===== src/rtl/blkta_pkg.sv =====
// Shared types, codes and constants of the block tag allocator.
package blkta_pkg;

  // Parameter defaults
  localparam int NUM_BLOCKS_DEF = 64;
  localparam int OWNER_BITS_DEF = 8;
  localparam int ADDR_BITS_DEF  = 32;

  // Field widths of the stream words
  localparam int CMD_W       = 2;
  localparam int PID_W       = 8;
  localparam int PTR_W       = 32;
  localparam int COUNT_W     = 7;
  localparam int STATUS_W    = 2;
  localparam int IDX_FIELD_W = 6;
  localparam int ADDR_FIELD_W = 32;

  // Input word layout, lowest bit first
  localparam int IN_CMD_LSB   = 0;
  localparam int IN_PID_LSB   = IN_CMD_LSB + CMD_W;
  localparam int IN_PTR_LSB   = IN_PID_LSB + PID_W;
  localparam int IN_COUNT_LSB = IN_PTR_LSB + PTR_W;
  localparam int IN_BITS      = IN_COUNT_LSB + COUNT_W;
  localparam int IN_TDATA_W   = ((IN_BITS + 7) / 8) * 8;

  // Output word layout, lowest bit first
  localparam int OUT_BITS    = STATUS_W + IDX_FIELD_W + ADDR_FIELD_W;
  localparam int OUT_TDATA_W = ((OUT_BITS + 7) / 8) * 8;

  // Configuration port
  localparam int CFG_IDX_W  = 1;
  localparam int CFG_DATA_W = 32;
  localparam int LOG2_W     = 5;
  localparam logic [CFG_IDX_W-1:0] REG_BASE_ADDRESS = 1'd0;
  localparam logic [CFG_IDX_W-1:0] REG_BLOCK_LOG2   = 1'd1;
  localparam logic [CFG_DATA_W-1:0] BASE_RESET = 32'd0;
  localparam logic [LOG2_W-1:0]     LOG2_RESET = 5'd12;

  // Command codes
  localparam logic [CMD_W-1:0] CMD_ALLOC = 2'd0;
  localparam logic [CMD_W-1:0] CMD_FREE  = 2'd1;
  localparam logic [CMD_W-1:0] CMD_RANGE = 2'd2;

  // Result status codes
  localparam logic [STATUS_W-1:0] ST_DONE    = 2'd0;
  localparam logic [STATUS_W-1:0] ST_NOSPACE = 2'd1;
  localparam logic [STATUS_W-1:0] ST_REJECT  = 2'd2;

  typedef enum logic [3:0] {
    OP_NONE,
    OP_CAP,          // capture the input word
    OP_CLEAR,        // zero the entry at the write pointer, advance
    OP_ALLOC_INIT,   // load scan pointer with the first-fit start
    OP_FREE_RD,      // read the entry named by the pointer
    OP_RANGE_INIT,   // scan pointer and run length to zero
    OP_SCAN,         // read one entry, advance scan pointer
    OP_CLAIM_HIT,    // mark the checked entry as owned
    OP_RELEASE_HIT,  // clear the checked entry
    OP_CLAIM_INIT,   // load write pointer and length from the found run
    OP_CLAIM_STEP    // mark one entry of the run as owned, advance
  } dp_op_t;

  typedef enum logic {
    SRC_CHK,
    SRC_RUN
  } res_src_t;

  typedef struct packed {
    dp_op_t                op;
    logic                  fin;
    logic [STATUS_W-1:0]   fin_status;
    res_src_t              fin_src;
    logic                  load_out;
  } dp_cmd_t;

  typedef struct packed {
    logic [CMD_W-1:0] item_cmd;
    logic             start_oob;
    logic             free_oob;
    logic             count_bad;
    logic             chk_vld;
    logic             chk_free;
    logic             chk_own;
    logic             chk_last;
    logic             run_hit;
    logic             claim_last;
    logic             wr_last;
    logic             out_free;
  } dp_stat_t;

endpackage


===== src/rtl/blkta_dp.sv =====
// Datapath: item registers, block table memory, scan counters and result register.
module blkta_dp #(
  parameter int NUM_BLOCKS = blkta_pkg::NUM_BLOCKS_DEF,
  parameter int OWNER_BITS = blkta_pkg::OWNER_BITS_DEF,
  parameter int ADDR_BITS  = blkta_pkg::ADDR_BITS_DEF
) (
  input  logic                                clk,
  input  logic                                rst_n,
  input  logic [blkta_pkg::IN_TDATA_W-1:0]    in_tdata,
  input  logic                                cfg_we,
  input  logic [blkta_pkg::CFG_IDX_W-1:0]     cfg_index,
  input  logic [blkta_pkg::CFG_DATA_W-1:0]    cfg_data,
  input  blkta_pkg::dp_cmd_t                  dp_cmd,
  output blkta_pkg::dp_stat_t                 dp_stat,
  output logic                                out_tvalid,
  input  logic                                out_tready,
  output logic [blkta_pkg::OUT_TDATA_W-1:0]   out_tdata
);

  localparam int IDX_W  = $clog2(NUM_BLOCKS);
  localparam int CNT_W  = $clog2(NUM_BLOCKS + 1);
  localparam int WORD_W = OWNER_BITS + 1;

  // Configuration
  logic [blkta_pkg::CFG_DATA_W-1:0] base_r;
  logic [blkta_pkg::LOG2_W-1:0]     log2_r;

  // Captured item
  logic [blkta_pkg::CMD_W-1:0]   item_cmd_r;
  logic [OWNER_BITS-1:0]         item_owner_r;
  logic [blkta_pkg::PTR_W-1:0]   item_ptr_r;
  logic [blkta_pkg::COUNT_W-1:0] item_count_r;

  // Block table: {used, owner}
  logic [WORD_W-1:0] mem_r [NUM_BLOCKS];
  logic [WORD_W-1:0] rd_data_r;
  logic              chk_vld_r;
  logic [IDX_W-1:0]  chk_idx_r;

  logic [CNT_W-1:0] rd_ptr_r, rd_ptr_nxt;
  logic [IDX_W-1:0] wr_ptr_r, wr_ptr_nxt;
  logic [CNT_W-1:0] run_r, run_nxt;
  logic [IDX_W-1:0] run_start_r, run_start_nxt;
  logic [CNT_W-1:0] left_r, left_nxt;

  logic [blkta_pkg::STATUS_W-1:0] res_status_r;
  logic [IDX_W-1:0]               res_idx_r;
  logic                           res_has_r;

  logic                               out_valid_r;
  logic [blkta_pkg::OUT_TDATA_W-1:0]  out_tdata_r;

  logic [blkta_pkg::PTR_W-1:0] idx_full;
  logic                        rd_used;
  logic [OWNER_BITS-1:0]       rd_owner;
  logic [IDX_W-1:0]            run_start_sel;
  logic                        rd_en;
  logic [IDX_W-1:0]            rd_addr;
  logic                        wr_en;
  logic [IDX_W-1:0]            wr_addr;
  logic [WORD_W-1:0]           wr_data;
  logic [ADDR_BITS-1:0]        addr_sum;
  logic [blkta_pkg::IDX_FIELD_W-1:0]  out_idx;
  logic [blkta_pkg::ADDR_FIELD_W-1:0] out_addr;

  assign idx_full      = item_ptr_r >> log2_r;
  assign rd_used       = rd_data_r[WORD_W-1];
  assign rd_owner      = rd_data_r[OWNER_BITS-1:0];
  assign run_start_sel = (run_r == '0) ? chk_idx_r : run_start_r;

  assign dp_stat.item_cmd  = item_cmd_r;
  assign dp_stat.start_oob = (item_ptr_r != '0) &&
                             (({1'b0, idx_full} + 33'd1) >= 33'(NUM_BLOCKS));
  assign dp_stat.free_oob  = idx_full >= 32'(NUM_BLOCKS);
  assign dp_stat.count_bad = (item_count_r == '0) ||
                             (32'(item_count_r) > 32'(NUM_BLOCKS));
  assign dp_stat.chk_vld   = chk_vld_r;
  assign dp_stat.chk_free  = !rd_used && (rd_owner == '0);
  assign dp_stat.chk_own   = rd_used && (rd_owner == item_owner_r);
  assign dp_stat.chk_last  = chk_idx_r == IDX_W'(NUM_BLOCKS - 1);
  assign dp_stat.run_hit   = chk_vld_r && !rd_used &&
                             ((32'(run_r) + 32'd1) == 32'(item_count_r));
  assign dp_stat.claim_last = left_r == CNT_W'(1);
  assign dp_stat.wr_last   = wr_ptr_r == IDX_W'(NUM_BLOCKS - 1);
  assign dp_stat.out_free  = !out_valid_r || out_tready;

  // Table read port
  always_comb begin
    rd_en   = 1'b0;
    rd_addr = rd_ptr_r[IDX_W-1:0];
    if (dp_cmd.op == blkta_pkg::OP_FREE_RD) begin
      rd_en   = 1'b1;
      rd_addr = idx_full[IDX_W-1:0];
    end else if (dp_cmd.op == blkta_pkg::OP_SCAN) begin
      rd_en = rd_ptr_r < CNT_W'(NUM_BLOCKS);
    end
  end

  // Table write port
  always_comb begin
    wr_en   = 1'b0;
    wr_addr = wr_ptr_r;
    wr_data = '0;
    case (dp_cmd.op)
      blkta_pkg::OP_CLEAR: begin
        wr_en = 1'b1;
      end
      blkta_pkg::OP_CLAIM_HIT: begin
        wr_en   = 1'b1;
        wr_addr = chk_idx_r;
        wr_data = {1'b1, item_owner_r};
      end
      blkta_pkg::OP_RELEASE_HIT: begin
        wr_en   = 1'b1;
        wr_addr = chk_idx_r;
      end
      blkta_pkg::OP_CLAIM_STEP: begin
        wr_en   = 1'b1;
        wr_data = {1'b1, item_owner_r};
      end
      default: begin
        wr_en = 1'b0;
      end
    endcase
  end

  // Pointers and run tracking
  always_comb begin
    rd_ptr_nxt    = rd_ptr_r;
    wr_ptr_nxt    = wr_ptr_r;
    left_nxt      = left_r;
    run_nxt       = run_r;
    run_start_nxt = run_start_r;
    if (chk_vld_r) begin
      if (rd_used) begin
        run_nxt = '0;
      end else begin
        run_nxt       = run_r + CNT_W'(1);
        run_start_nxt = run_start_sel;
      end
    end
    case (dp_cmd.op)
      blkta_pkg::OP_CLEAR: begin
        wr_ptr_nxt = wr_ptr_r + IDX_W'(1);
      end
      blkta_pkg::OP_ALLOC_INIT: begin
        rd_ptr_nxt = (item_ptr_r == '0) ? '0 : CNT_W'(idx_full + 32'd1);
      end
      blkta_pkg::OP_RANGE_INIT: begin
        rd_ptr_nxt = '0;
        run_nxt    = '0;
      end
      blkta_pkg::OP_SCAN: begin
        if (rd_en) begin
          rd_ptr_nxt = rd_ptr_r + CNT_W'(1);
        end
      end
      blkta_pkg::OP_CLAIM_INIT: begin
        wr_ptr_nxt = run_start_sel;
        left_nxt   = CNT_W'(item_count_r);
      end
      blkta_pkg::OP_CLAIM_STEP: begin
        wr_ptr_nxt = wr_ptr_r + IDX_W'(1);
        left_nxt   = left_r - CNT_W'(1);
      end
      default: begin
        rd_ptr_nxt = rd_ptr_r;
      end
    endcase
  end

  // Result word
  assign addr_sum = ADDR_BITS'(base_r) + (ADDR_BITS'(res_idx_r) << log2_r);
  assign out_idx  = res_has_r ? blkta_pkg::IDX_FIELD_W'(res_idx_r) : '0;
  assign out_addr = res_has_r ? blkta_pkg::ADDR_FIELD_W'(addr_sum) : '0;

  // Table memory
  always_ff @(posedge clk) begin
    if (wr_en) begin
      mem_r[wr_addr] <= wr_data;
    end
    if (rd_en) begin
      rd_data_r <= mem_r[rd_addr];
      chk_idx_r <= rd_addr;
    end
  end

  // Payload registers
  always_ff @(posedge clk) begin
    rd_ptr_r    <= rd_ptr_nxt;
    run_r       <= run_nxt;
    run_start_r <= run_start_nxt;
    left_r      <= left_nxt;
    if (dp_cmd.op == blkta_pkg::OP_CAP) begin
      item_cmd_r   <= in_tdata[blkta_pkg::IN_CMD_LSB +: blkta_pkg::CMD_W];
      item_owner_r <= OWNER_BITS'(in_tdata[blkta_pkg::IN_PID_LSB +: blkta_pkg::PID_W]);
      item_ptr_r   <= in_tdata[blkta_pkg::IN_PTR_LSB +: blkta_pkg::PTR_W];
      item_count_r <= in_tdata[blkta_pkg::IN_COUNT_LSB +: blkta_pkg::COUNT_W];
    end
    if (dp_cmd.fin) begin
      res_status_r <= dp_cmd.fin_status;
      res_has_r    <= dp_cmd.fin_status == blkta_pkg::ST_DONE;
      res_idx_r    <= (dp_cmd.fin_src == blkta_pkg::SRC_RUN) ? run_start_r : chk_idx_r;
    end
    if (dp_cmd.load_out) begin
      out_tdata_r <= blkta_pkg::OUT_TDATA_W'({out_addr, out_idx, res_status_r});
    end
  end

  // Control registers
  always_ff @(posedge clk) begin
    if (!rst_n) begin
      base_r      <= blkta_pkg::BASE_RESET;
      log2_r      <= blkta_pkg::LOG2_RESET;
      chk_vld_r   <= 1'b0;
      wr_ptr_r    <= '0;
      out_valid_r <= 1'b0;
    end else begin
      if (cfg_we) begin
        if (cfg_index == blkta_pkg::REG_BASE_ADDRESS) begin
          base_r <= cfg_data;
        end else if (cfg_index == blkta_pkg::REG_BLOCK_LOG2) begin
          log2_r <= cfg_data[blkta_pkg::LOG2_W-1:0];
        end
      end
      chk_vld_r <= rd_en;
      wr_ptr_r  <= wr_ptr_nxt;
      if (dp_cmd.load_out) begin
        out_valid_r <= 1'b1;
      end else if (out_tready) begin
        out_valid_r <= 1'b0;
      end
    end
  end

  assign out_tvalid = out_valid_r;
  assign out_tdata  = out_tdata_r;

`ifndef SYNTHESIS
  a_load_needs_room: assert property (@(posedge clk) disable iff (!rst_n)
    dp_cmd.load_out |-> (!out_valid_r || out_tready))
    else $error("result loaded over an unread word");

  a_release_checked: assert property (@(posedge clk) disable iff (!rst_n)
    (dp_cmd.op == blkta_pkg::OP_RELEASE_HIT) |-> (chk_vld_r && rd_used))
    else $error("release of a block that was not read as used");

  a_claim_in_table: assert property (@(posedge clk) disable iff (!rst_n)
    (dp_cmd.op == blkta_pkg::OP_CLAIM_STEP) |-> (32'(wr_ptr_r) < 32'(NUM_BLOCKS)))
    else $error("range claim beyond the table end");

  a_claim_hit_free: assert property (@(posedge clk) disable iff (!rst_n)
    (dp_cmd.op == blkta_pkg::OP_CLAIM_HIT) |-> (chk_vld_r && !rd_used))
    else $error("single claim of a block that is in use");
`endif

endmodule


===== src/rtl/blkta_ctrl.sv =====
// Controller: sequences clearing, decode, table scans, claims and result hand-off.
module blkta_ctrl (
  input  logic                 clk,
  input  logic                 rst_n,
  input  logic                 in_tvalid,
  output logic                 in_tready,
  input  blkta_pkg::dp_stat_t  dp_stat,
  output blkta_pkg::dp_cmd_t   dp_cmd
);

  typedef enum logic [2:0] {
    S_CLEAR,
    S_IDLE,
    S_DECODE,
    S_A_SCAN,
    S_F_CHK,
    S_R_SCAN,
    S_R_CLAIM,
    S_RESP
  } state_t;

  state_t state_r, state_nxt;

  always_comb begin
    state_nxt         = state_r;
    dp_cmd.op         = blkta_pkg::OP_NONE;
    dp_cmd.fin        = 1'b0;
    dp_cmd.fin_status = blkta_pkg::ST_DONE;
    dp_cmd.fin_src    = blkta_pkg::SRC_CHK;
    dp_cmd.load_out   = 1'b0;
    in_tready         = 1'b0;
    case (state_r)
      S_CLEAR: begin
        dp_cmd.op = blkta_pkg::OP_CLEAR;
        if (dp_stat.wr_last) begin
          state_nxt = S_IDLE;
        end
      end
      S_IDLE: begin
        in_tready = 1'b1;
        if (in_tvalid) begin
          dp_cmd.op = blkta_pkg::OP_CAP;
          state_nxt = S_DECODE;
        end
      end
      S_DECODE: begin
        case (dp_stat.item_cmd)
          blkta_pkg::CMD_ALLOC: begin
            if (dp_stat.start_oob) begin
              dp_cmd.fin        = 1'b1;
              dp_cmd.fin_status = blkta_pkg::ST_NOSPACE;
              state_nxt         = S_RESP;
            end else begin
              dp_cmd.op = blkta_pkg::OP_ALLOC_INIT;
              state_nxt = S_A_SCAN;
            end
          end
          blkta_pkg::CMD_FREE: begin
            if (dp_stat.free_oob) begin
              dp_cmd.fin        = 1'b1;
              dp_cmd.fin_status = blkta_pkg::ST_REJECT;
              state_nxt         = S_RESP;
            end else begin
              dp_cmd.op = blkta_pkg::OP_FREE_RD;
              state_nxt = S_F_CHK;
            end
          end
          blkta_pkg::CMD_RANGE: begin
            if (dp_stat.count_bad) begin
              dp_cmd.fin        = 1'b1;
              dp_cmd.fin_status = blkta_pkg::ST_NOSPACE;
              state_nxt         = S_RESP;
            end else begin
              dp_cmd.op = blkta_pkg::OP_RANGE_INIT;
              state_nxt = S_R_SCAN;
            end
          end
          default: begin
            dp_cmd.fin        = 1'b1;
            dp_cmd.fin_status = blkta_pkg::ST_REJECT;
            state_nxt         = S_RESP;
          end
        endcase
      end
      S_A_SCAN: begin
        dp_cmd.op = blkta_pkg::OP_SCAN;
        if (dp_stat.chk_vld && dp_stat.chk_free) begin
          dp_cmd.op  = blkta_pkg::OP_CLAIM_HIT;
          dp_cmd.fin = 1'b1;
          state_nxt  = S_RESP;
        end else if (dp_stat.chk_vld && dp_stat.chk_last) begin
          dp_cmd.op         = blkta_pkg::OP_NONE;
          dp_cmd.fin        = 1'b1;
          dp_cmd.fin_status = blkta_pkg::ST_NOSPACE;
          state_nxt         = S_RESP;
        end
      end
      S_F_CHK: begin
        dp_cmd.fin = 1'b1;
        if (dp_stat.chk_own) begin
          dp_cmd.op = blkta_pkg::OP_RELEASE_HIT;
        end else begin
          dp_cmd.fin_status = blkta_pkg::ST_REJECT;
        end
        state_nxt = S_RESP;
      end
      S_R_SCAN: begin
        dp_cmd.op = blkta_pkg::OP_SCAN;
        if (dp_stat.run_hit) begin
          dp_cmd.op = blkta_pkg::OP_CLAIM_INIT;
          state_nxt = S_R_CLAIM;
        end else if (dp_stat.chk_vld && dp_stat.chk_last) begin
          dp_cmd.op         = blkta_pkg::OP_NONE;
          dp_cmd.fin        = 1'b1;
          dp_cmd.fin_status = blkta_pkg::ST_NOSPACE;
          state_nxt         = S_RESP;
        end
      end
      S_R_CLAIM: begin
        dp_cmd.op = blkta_pkg::OP_CLAIM_STEP;
        if (dp_stat.claim_last) begin
          dp_cmd.fin     = 1'b1;
          dp_cmd.fin_src = blkta_pkg::SRC_RUN;
          state_nxt      = S_RESP;
        end
      end
      S_RESP: begin
        if (dp_stat.out_free) begin
          dp_cmd.load_out = 1'b1;
          state_nxt       = S_IDLE;
        end
      end
      default: begin
        state_nxt = S_IDLE;
      end
    endcase
  end

  always_ff @(posedge clk) begin
    if (!rst_n) begin
      state_r <= S_CLEAR;
    end else begin
      state_r <= state_nxt;
    end
  end

endmodule


===== src/rtl/block_tag_allocator_top.sv =====
// Top level of the block tag allocator: controller, datapath and port wiring.
// Throughput: one word at a time; the next is taken only after its result word has
//   loaded into the output register; the load waits while an unread word is held there.
//   The table port reads one entry a cycle.
// Reset: synchronous, active low; a clearing pass then zeroes the table, and no
//   input word is taken until it ends.
module block_tag_allocator_top #(
  parameter int NUM_BLOCKS = blkta_pkg::NUM_BLOCKS_DEF,
  parameter int OWNER_BITS = blkta_pkg::OWNER_BITS_DEF,
  parameter int ADDR_BITS  = blkta_pkg::ADDR_BITS_DEF
) (
  input  logic                               clk,
  input  logic                               rst_n,
  // Command words
  input  logic                               in_tvalid,
  output logic                               in_tready,
  // [1:0] cmd, [9:2] process_id, [41:10] pointer, [48:42] count, rest zero
  input  logic [blkta_pkg::IN_TDATA_W-1:0]   in_tdata,
  // Result words
  output logic                               out_tvalid,
  input  logic                               out_tready,
  // [1:0] status, [7:2] block_index, [39:8] block_address
  output logic [blkta_pkg::OUT_TDATA_W-1:0]  out_tdata,
  // Register writes: 0 base_address, 1 block_size_log2
  input  logic                               cfg_we,
  input  logic [blkta_pkg::CFG_IDX_W-1:0]    cfg_index,
  input  logic [blkta_pkg::CFG_DATA_W-1:0]   cfg_data
);

  blkta_pkg::dp_cmd_t  dp_cmd;
  blkta_pkg::dp_stat_t dp_stat;

  // Sequencer: clear pass, decode, scan, claim, hand result to the output register
  blkta_ctrl u_ctrl (
    .clk       (clk),
    .rst_n     (rst_n),
    .in_tvalid (in_tvalid),
    .in_tready (in_tready),
    .dp_stat   (dp_stat),
    .dp_cmd    (dp_cmd)
  );

  // Table, counters and the output register that holds a word until taken
  blkta_dp #(
    .NUM_BLOCKS (NUM_BLOCKS),
    .OWNER_BITS (OWNER_BITS),
    .ADDR_BITS  (ADDR_BITS)
  ) u_dp (
    .clk        (clk),
    .rst_n      (rst_n),
    .in_tdata   (in_tdata),
    .cfg_we     (cfg_we),
    .cfg_index  (cfg_index),
    .cfg_data   (cfg_data),
    .dp_cmd     (dp_cmd),
    .dp_stat    (dp_stat),
    .out_tvalid (out_tvalid),
    .out_tready (out_tready),
    .out_tdata  (out_tdata)
  );

endmodule

===== config.mk =====
export PLATFORM = sky130hd
export DESIGN_NAME = block_tag_allocator_top
export DESIGN_NICKNAME = d
export VERILOG_FILES = /design/src/rtl/blkta_pkg.sv /design/src/rtl/blkta_dp.sv /design/src/rtl/blkta_ctrl.sv /design/src/rtl/block_tag_allocator_top.sv
export SDC_FILE = /design/constraint.sdc
export NUM_CORES = 1
export LEC_CHECK = 0
export ABC_AREA = 1
export BUFFER_PORTS_ARGS = -buffer_cell sky130_fd_sc_hd__buf_2
export CORE_MARGIN = 2
export CORE_UTILIZATION = 34
export DETAILED_ROUTE_END_ITERATION = 6
export GPL_ROUTABILITY_DRIVEN = 0
export PLACE_DENSITY = 0.48
export SLEW_MARGIN = 20
export SYNTH_ARGS = -nofsm -noshare
export SYNTH_HDL_FRONTEND = slang
export SYNTH_SLANG_ARGS = --single-unit

===== constraint.sdc =====
create_clock -name clk -period 7.1 [get_ports clk]
set_input_delay 1.065 -clock clk [delete_from_list [all_inputs] [get_ports clk]]
set_output_delay 1.065 -clock clk [all_outputs]
set_load 0.1 [all_outputs]

Word level (Yosys, flattened, before mapping) --
Memories as Yosys holds them, arrays and structs flattened. A register that Yosys moved wholly into a read port is not among the register bits. Cells that the tools add are included.
Word-level totals: register bits 179, memory bits (writable) 576, bits of input ports 94, memories 1
Memory list:
- u_dp.mem_r | words 64, bits a word 9, rd ports 1, clocked after memory_dff 1, write ports 1, line blkta_dp.sv:35 | logic [WORD_W-1:0] mem_r [NUM_BLOCKS];
Operators by class: add/sub/neg operators 8, order comparisons 4, eq/ne operators 29, shift-type cells 2, mux-type cells 54, bitwise gates (word level) 2, reductions and logical operators 32
Operators with widths (number):
- 3-bit two-way mux | 14
- 32-bit by 1-bit adder with 33-bit output (second input constant) | 1
- 33-bit by 7-bit greater-or-equal comparator with 1-bit output (second input constant) | 1
- 32-bit adder | 1
- 32-bit by 7-bit == test with 1-bit output | 1
- 32-bit by 7-bit greater-or-equal comparator with 1-bit output (second input constant) | 1
- 32-bit logical NOT | 1
- 32-bit nonzero test | 1
- 6-bit by 5-bit left shift with 32-bit output | 1
- 32-bit by 5-bit right shift with 32-bit output | 1
- 6-bit two-way mux | 5
- 4-bit one-hot mux with 7 select lines | 1
- 3-bit one-hot mux with 8 select lines | 1
- 7-bit by 1-bit adder with 7-bit output (second input constant) | 3
- 7-bit two-way mux | 3
- 7-bit one-hot mux with 3 select lines | 1
- 3-bit one-hot mux with 3 select lines | 2
- 4-bit by 3-bit == test with 1-bit output (second input constant) | 4
- 7-bit logical NOT | 2
- 7-bit one-hot mux with 2 select lines | 1
- 1-bit two-way mux | 13
- 3-bit == test (second input constant) | 4
- 4-bit == test (second input constant) | 3
- 6-bit == test (second input constant) | 2
- 36 further kinds | 63

Depth between registers and ports, before layout --
Gate-level depths: netlist of run 1.
depth in word-level cells 12, depth in mapped cells 35, depth with buffers taken out 33

Modules after synthesis --
A second synthesis of run 1 with hierarchy kept.
Unflattened totals: cell total of the unflattened synthesis 4160, area, all modules 37761.2 um^2
By module, submodules not included:
- blkta_dp | times used 1, cells an instance 4052, area each 37168.1 um^2
- blkta_ctrl | times used 1, cells an instance 108, area each 593.1 um^2

Least setup slack after synthesis of run 1 --
OpenSTA, ideal clock, no wires.
kind register to register, from register u_ctrl.state_r[1], to memory u_dp.mem_r[0][0] in the netlist's numbering, data pin, library setup time 0.500 ns, data arrival time 6.377 ns, setup slack 0.223 ns, stages on the path, launching flop included 13, clock period less this slack 6.877 ns, cells stage by stage dfxtp_1 clkbuf_1 inv_1 nand2_1 nor2_1 nand2_1 inv_1 nor3_1 o21ai_1 nand2_1 nand2_1 inv_1 nor2_1
On the way: cells in the longest elaborated chain, start to end 5
Ends and longest elaborated chain:
- start: declaration | line blkta_ctrl.sv:22 | state_t state_r, state_nxt;
- start signal: assignment | line blkta_ctrl.sv:143 | state_r <= state_nxt;
- 3-bit == test (tied with other cells) | line blkta_ctrl.sv:32 | case (state_r)
- 4-bit one-hot mux with 7 select lines (*) | line blkta_ctrl.sv:32
- 4-bit by 3-bit == test with 1-bit output / 4-bit == test (equally long branches) | line blkta_dp.sv:104 | case (dp_cmd.op)
- 2-bit OR reduction (no source line) (*)
- 9-bit two-way mux (*) | line blkta_dp.sv:104
- via u_dp.wr_data[0] | line blkta_dp.sv:61 | logic [WORD_W-1:0] wr_data;
- end: declaration | line blkta_dp.sv:35
Mark *: on every way through the listed nets, which the timed path passes. The rest lies on a longest branch.

Final worst setup path of run 1 --
from register u_dp.log2_r[0] in the netlist's numbering, to memory u_dp.mem_r[58][1] in the netlist's numbering, enable pin
On the way: cells in the longest elaborated chain, start to end 12
Ends and longest elaborated chain:
- start: declaration | line blkta_dp.sv:26 | logic [blkta_pkg::LOG2_W-1:0] log2_r;
- start signal: assignment | line blkta_dp.sv:214 | log2_r <= blkta_pkg::LOG2_RESET;
- start signal: assignment | line blkta_dp.sv:223 | log2_r <= cfg_data[blkta_pkg::LOG2_W-1:0];
- 32-bit by 5-bit right shift with 32-bit output (*) | line blkta_dp.sv:66 | assign idx_full = item_ptr_r >> log2_r;
- 32-bit by 1-bit adder with 33-bit output | line blkta_dp.sv:73 | (({1'b0, idx_full} + 33'd1) >= 33'(NUM_BLOCKS));
- 33-bit by 7-bit greater-or-equal comparator with 1-bit output | line blkta_dp.sv:73
- 1-bit logical AND | line blkta_dp.sv:72 | assign dp_stat.start_oob = (item_ptr_r != '0) &&
- 2-bit two-way mux | line blkta_ctrl.sv:49 | if (dp_stat.start_oob) begin
- 4-bit one-hot mux with 3 select lines (*) | line blkta_ctrl.sv:47 | case (dp_stat.item_cmd)
- 4-bit one-hot mux with 7 select lines (*) | line blkta_ctrl.sv:32
- 4-bit by 3-bit == test with 1-bit output (tied with other cells) | line blkta_dp.sv:104
- 4-bit OR reduction (no source line)
- 1-bit two-way mux | line blkta_dp.sv:104
- 1-bit two-way mux | line blkta_dp.sv:179 | if (wr_en) begin
- 1-bit two-way mux (implied by the code) | line blkta_dp.sv:180 | mem_r[wr_addr] <= wr_data;
Every way passes the cells marked *; elsewhere a longest branch is shown, timed or not.

==> flow_summary.yaml, run 1 <==
outcome:
  status: "complete, no violations"
clock_tree:
  clkLatencyLatePin_ns: 0.67
  clock-sinks: 764
  cts_setup_buffers: 0
  clockBufferDepth: 3
  cts_buffers: 88
  clk_pin_slew_ns: 0.06
  cts_tree: "done"
  cts_resized: 0
  hold_buffers: 0
  htree_levels: 3
  cts_root_buf: "clkbuf_16"
grt:
  grt_pass1_wl_um: 166700
  grt_usage_pct: 19.00
  grt_max_degree: 67
  antenna_found_initial: 0
  grt_pass1_vias: 27180
  gr-total-overflow: 0
sta:
  drv_slew: 0
  period_share_pct: 85.74
  max_slew_margin_pct: 38.73
  finalHoldViolCount: 0
  rsz0062_at_grt: "false"
  tightest_slew_ns: 0.9157
  clock.fmax_mhz: 164.3
  setup_violations: 0
  skew_ns: 0.03281
  fin_tns_setup_ns: 0
  min_period_ns: 6.088
floorplanning:
  die_w_um: 338.3
  rows: 122
  start_util_pct: 34.28
  core_area_um2: 110800
  boundaryPins: 136
  die_height_um: 338.3
  die_area_um2: 114400
route:
  ant_nets: 0
  routed_via_density: 4.838
  wl_per_cell_um: 18.64
  vias: 28640
  wl_um: 110300
  drc_errors: 0
  drt_first_iter_violations: 2306
  dr.pass1.iters: 6
power_and_ir_drop:
  powerDensity_nw_per_um2: 276.9
  intPower_mw: 8.612
  clkPwrFrac_pct: 39.3
  power.leakage_nw: 19.17
  p_sw_mw: 3.512
  comb_power_share_pct: 17.3
  seqPwrFrac_pct: 43.4
  sw_frac_of_total_pct: 28.97
  peakVddDrop_mv: 0.1783
logic_synthesis:
  synth_cell_type_count: 60
  synth-seq-cells: 764
  syn_area_um2: 37990
  synth_fp_nets: 4337
  seq_area_frac_synth_pct: 58.94
  synth_edf_count: 709
  syn_inst: 4199
  ys_warn_count: 0
  async_reset_ff_share_pct: 0
  synth_area_per_cell_um2: 9.048
  synth_flop_cell: "edfxtp_1"
worst_setup_path:
  path_common_cell: "nand2_1"
  cp_num_buf_inv: 5
  cp_max_fo: 36
  path_delay_family: "simple AND/OR/NAND/NOR gates"
  crit_path_end_kind: "flip-flop"
  cp_slowest_stage_delay_ns: 0.70
  worst-setup-path-type: "flip-flop to flip-flop"
  cp.arrival_ns: 6.38
  slowest_stage: "nor2_1"
  cp_data_required_time_ns: 7.39
  cp-start-kind: "flip-flop"
layout:
  drive_above_1_share_pct: 10.47
  syn2layout_area_growth_pct: 15.25
  design_area_um2: 43790
  final_nets: 4496
  diodes: 0
job:
  maxCapViolations: 0
placement:
  dp_hpwl_um: 71530
  placed_area_um2: 40750
  io_buffers: 128
hold_path:
  hp-class: "flip-flop to flip-flop"
[placed cells by master, fill, tap and decap left out, types with 7 or more instances in the layout]
| master | instances |
|---|---|
| a21oi_1 | 81 |
| buf_12 | 17 |
| buf_2 | 128 |
| buf_4 | 97 |
| bufinv_16 | 15 |
| clkbuf_1 | 15 |
| clkbuf_16 | 89 |
| clkinv_1 | 22 |
| clkinv_2 | 17 |
| dfxtp_1 | 55 |
| edfxtp_1 | 709 |
| ha_1 | 43 |
| inv_1 | 695 |
| inv_2 | 27 |
| nand2_1 | 977 |
| nand2_2 | 11 |
| nand3_1 | 803 |
| nand4_1 | 23 |
| nor2_1 | 293 |
| nor2_2 | 16 |
| nor2_4 | 12 |
| nor3_1 | 22 |
| nor4_1 | 14 |
| o21a_1 | 13 |
| o21ai_0 | 107 |
| o21ai_1 | 8 |
| o21bai_1 | 7 |
| o22ai_1 | 12 |
| xnor2_1 | 10 |
| xor2_1 | 20 |
[kinds of logic after synthesis]
kind of cell,Yosys count,synth area share (%)
mux,1,0.02635
fa+ha+maj,44,1.469
buf+inv,900,9.666
simple gates,2195,25.20
flops,764,58.94
compound gates,265,4.008
xor+xnor,30,0.6916
[registers in the layout, indices dropped and copies added (netlist names), 8 cells and up]
signal	cells
u_dp.out_tdata	40
u_dp.item_ptr_r	32
u_dp.mem_r	576
u_dp.item_owner_r	8
u_dp.base_r	32
u_dp.rd_data_r	9
[stage by stage]
step           std cells  hold WS [ns]  setup WS (ns)  total power, mW  util (%)
3_3_place_gp        5756        0.4051          1.022            7.451     36.76
6_report            5919        0.4288          1.012            12.12     39.51
5_1_grt             5919        0.4444         0.3517            12.66     39.51
2_1_floorplan       4199        0.4003         0.2228            6.709         -
3_5_place_dp        5756        0.4179         0.9036            7.452     36.77
4_1_cts             5919        0.4318         0.9030            12.24     39.51
[power by group through the flow]
stage / clock network (mW) / logic, mW / registers, mW
after floorplan: 0 / 1.39 / 5.32
after global placement: 0 / 2.09 / 5.36
after detailed placement: 0 / 2.09 / 5.36
after CTS: 4.88 / 2.10 / 5.27
after global routing: 5.06 / 2.32 / 5.29
final: 4.76 / 2.09 / 5.27
[final timing paths]
path | start | to | slack [ns] | cells past startpoint
worst max-delay path | u_dp.log2_r[0] | u_dp.mem_r[58][1] | 1.01 | 31
worst min-delay path | u_dp.res_status_r[0] | u_dp.out_tdata[0] | 0.43 | 0
worst max register to register | u_dp.log2_r[0] | u_dp.mem_r[58][1] | 1.01 | 31
worst min register to register | u_dp.res_status_r[0] | u_dp.out_tdata[0] | 0.43 | 0
[synth_stat cells (2+ instances only)]
cell	count	area (um2)
o32ai_1	2	17.52
o21ai_1	8	40.04
inv_2	26	97.59
nor3_1	22	110.1
nand4_1	23	143.9
a31oi_1	5	31.28
nand4_2	2	25.02
dfxtp_1	55	1101
buf_1	16	60.06
a211oi_1	2	15.01
nand3_2	5	50.05
a221oi_1	2	17.52
o21a_1	13	97.59
buf_2	71	355.3
buf_6	12	135.1
nand2_4	4	45.04
a2111oi_0	2	17.52
edfxtp_1	709	21290
o21ai_0	107	535.5
ha_1	43	538.0
o22ai_1	12	75.07
xnor2_1	10	87.58
nand2_2	11	68.82
nand3b_1	4	30.03
o21bai_1	7	52.55
nor2_4	3	33.78
xor2_1	20	175.2
nand2_1	978	3671
nor2_1	303	1137
clkinv_1	4	15.01
nand3_1	803	4019
o211ai_1	4	30.03
inv_1	696	2613
nor4_1	15	93.84
buf_4	27	202.7
nor2_2	15	93.84
o221a_2	2	22.52
o31ai_1	3	22.52
o21ai_2	7	61.31
a21oi_1	81	405.4
clkbuf_1	46	172.7
[cell type report]
| cell class | instances | area (um2) |
|---|---|---|
| Clock buffer | 105 | 2297 |
| Clock inverter | 58 | 742.0 |
| Inverter | 727 | 2731 |
| Sequential cell | 764 | 22390 |
| Multi-Input combinational cell | 2535 | 12050 |
| Timing Repair Buffer | 242 | 1709 |
| Fill cell | 11130 | 67040 |
| Tap cell | 1488 | 1862 |
[routing by layer]
layer  global-route usage, %  wire [um]  share of wire, %
met3                   2.729       5076               4.6
met4                   5.796       3332               3.0
met1                   25.47      49810                45
met5                       0          0                 0
met2                   31.76      52080                47
(Power assumes the default switching activity.)
==> run 2, diff against run 1 <==
==> constraint.sdc (replaced) <==
create_clock -name clk -period 7.45 [get_ports clk]
set_input_delay 1.1175 -clock clk [delete_from_list [all_inputs] [get_ports clk]]
set_output_delay 1.1175 -clock clk [all_outputs]
set_load 0.1 [all_outputs]
==> run 2 against run 1 <==
  * Global-route usage shrank 0.063 points
  * Register-to-register slack gained 0.14 ns
  * Clock power shrank 12%
  * First-iteration DRC count is essentially flat
  * Total power shrank 7.4%
  * Wire length shrank 0.70%
  * Flip-flop and latch count is the same
  * Critical path depth shrank 3
  * Cell area shrank 0.68%
==> flow_summary.yaml, run 2 (synthesis gave the netlist of run 1 again) <==
route:
  routed_via_density: 4.816
  dr.pass1.iters: 5
  vias: 28490
  ant_nets: 0
  drt_first_iter_violations: 2307
  drc_errors: 0
  wl_um: 109500
  wl_per_cell_um: 18.51
power_and_ir_drop:
  power.leakage_nw: 19.02
  powerDensity_nw_per_um2: 258.2
  peakVddDrop_mv: 0.1649
layout:
  drive_above_1_share_pct: 10.03
  fin_util_pct: 39.24
  design_area_um2: 43490
  syn2layout_area_growth_pct: 14.47
  largest_reg_flops: 576
  regMostFlops: "u_dp.mem_r"
  final_cell_mix: "977 x nand2_1, 803 x nand3_1, 709 x edfxtp_1"
  final_nets: 4497
  layout_commonest_cell: "nand2_1"
  n_fill_cell: 11180
placement:
  dp_hpwl_um: 70640
  placed_area_um2: 40720
  dp_slack_ns: 1.194
  io_buffers: 128
hold_path:
  hp-class: "flip-flop to flip-flop"
clock_tree:
  clockBufferDepth: 3
  hold_buffers: 0
  htree_levels: 3
  clk_pin_slew_ns: 0.06
  cts_root_buf: "clkbuf_16"
  cts_buffers: 89
  cts_resized: 0
  cts_tree: "done"
  cts_setup_buffers: 0
  clock-sinks: 764
  clkLatencyLatePin_ns: 0.68
sta:
  fin_tns_setup_ns: 0
  setup_ws_ns: 1.149
  drv_slew: 0
  clock.fmax_mhz: 158.7
  finalHoldViolCount: 0
  skew_ns: 0.03846
  period_share_pct: 84.57
  rsz0062_at_grt: "false"
  setup_violations: 0
  max_slew_margin_pct: 25.25
  min_period_ns: 6.301
  tightest_slew_ns: 1.117
worst_setup_path:
  cp_data_required_time_ns: 7.74
  path_common_cell: "nand2_1"
  cp.arrival_ns: 6.59
  cp-start-kind: "flip-flop"
  crit_path_end_kind: "flip-flop"
  cp_slowest_stage_delay_ns: 0.86
  slowest_stage: "nor2_1"
  cp_max_fo: 36
  worst-setup-path-type: "flip-flop to flip-flop"
outcome:
  status: "complete, no violations"
job:
  maxCapViolations: 0
grt:
  gr-total-overflow: 0
  grt_pass1_wl_um: 167000
  antenna_found_initial: 0
  grt_usage_pct: 18.94
  grt_max_degree: 78
  grt_pass1_vias: 27400
floorplanning:
  start_util_pct: 34.28
  rows: 122
  die_height_um: 338.3
  core_area_um2: 110800
  die_area_um2: 114400
  die_w_um: 338.3
  boundaryPins: 136
run 2: worst paths after layout:
path / endpoint / startpoint / slack, ns / depth (start not counted)
setup / recovery: u_dp.mem_r[21][6] / u_dp.log2_r[0] / 1.15 / 28
hold / removal: u_dp.out_tdata[0] / u_dp.res_status_r[0] / 0.43 / 0
setup reg to reg: u_dp.mem_r[21][6] / u_dp.log2_r[0] / 1.15 / 28
hold reg to reg: u_dp.out_tdata[0] / u_dp.res_status_r[0] / 0.43 / 0
run 2: power by group:
part | internal (mW) | switching [mW]
sequential | 4.92 | 0.106
combinational | 0.569 | 1.45
clock | 2.41 | 1.78
run 2: area by class of cell:
class / instances / area [um2] / share of cell area [%]
flip-flops and latches: 764 / 22390 / 51.49
clock buffers: 122 / 2414 / 5.550
inverters: 727 / 2731 / 6.281
repair buffers: 242 / 1684 / 3.873
diodes: 1 / 2.502 / 0.005754
multi-input cells: 2535 / 12050 / 27.70
well taps: 1488 / 1862 / 4.281
clock inverters: 38 / 357.8 / 0.8228
run 2: per-stage QoR:
step	std cells	power [mW]	hold slack (ns)
2_1_floorplan	4199	6.394	0.4003
3_3_place_gp	5756	7.107	0.4019
3_5_place_dp	5756	7.122	0.4173
4_1_cts	5916	11.34	0.4295
5_1_grt	5916	11.73	0.4308
6_report	5917	11.23	0.4274
run 2: critical path, delay by kind of cell, from the launching register on:
family | cells | cell delay (ns)
buffers and inverters | 3 | 0.78
flip-flops | 1 | 0.31
AO/OA/AOI/OAI | 3 | 0.63
adder cells (fa/ha/maj) | 1 | 0.28
AND/OR/NAND/NOR | 21 | 3.88
run 2: metal layers:
| layer | vias to the layer above | part of all wire (%) | track usage, % | wire length, um |
|---|---|---|---|---|
| li1 | 14170 | - | - | - |
| met1 | 13410 | 45 | 25.28 | 49420 |
| met2 | 716 | 47 | 31.66 | 51330 |
| met3 | 193 | 4.7 | 2.684 | 5131 |
| met4 | 0 | 3.3 | 6.130 | 3650 |
| met5 | - | 0 | 0 | 0 |
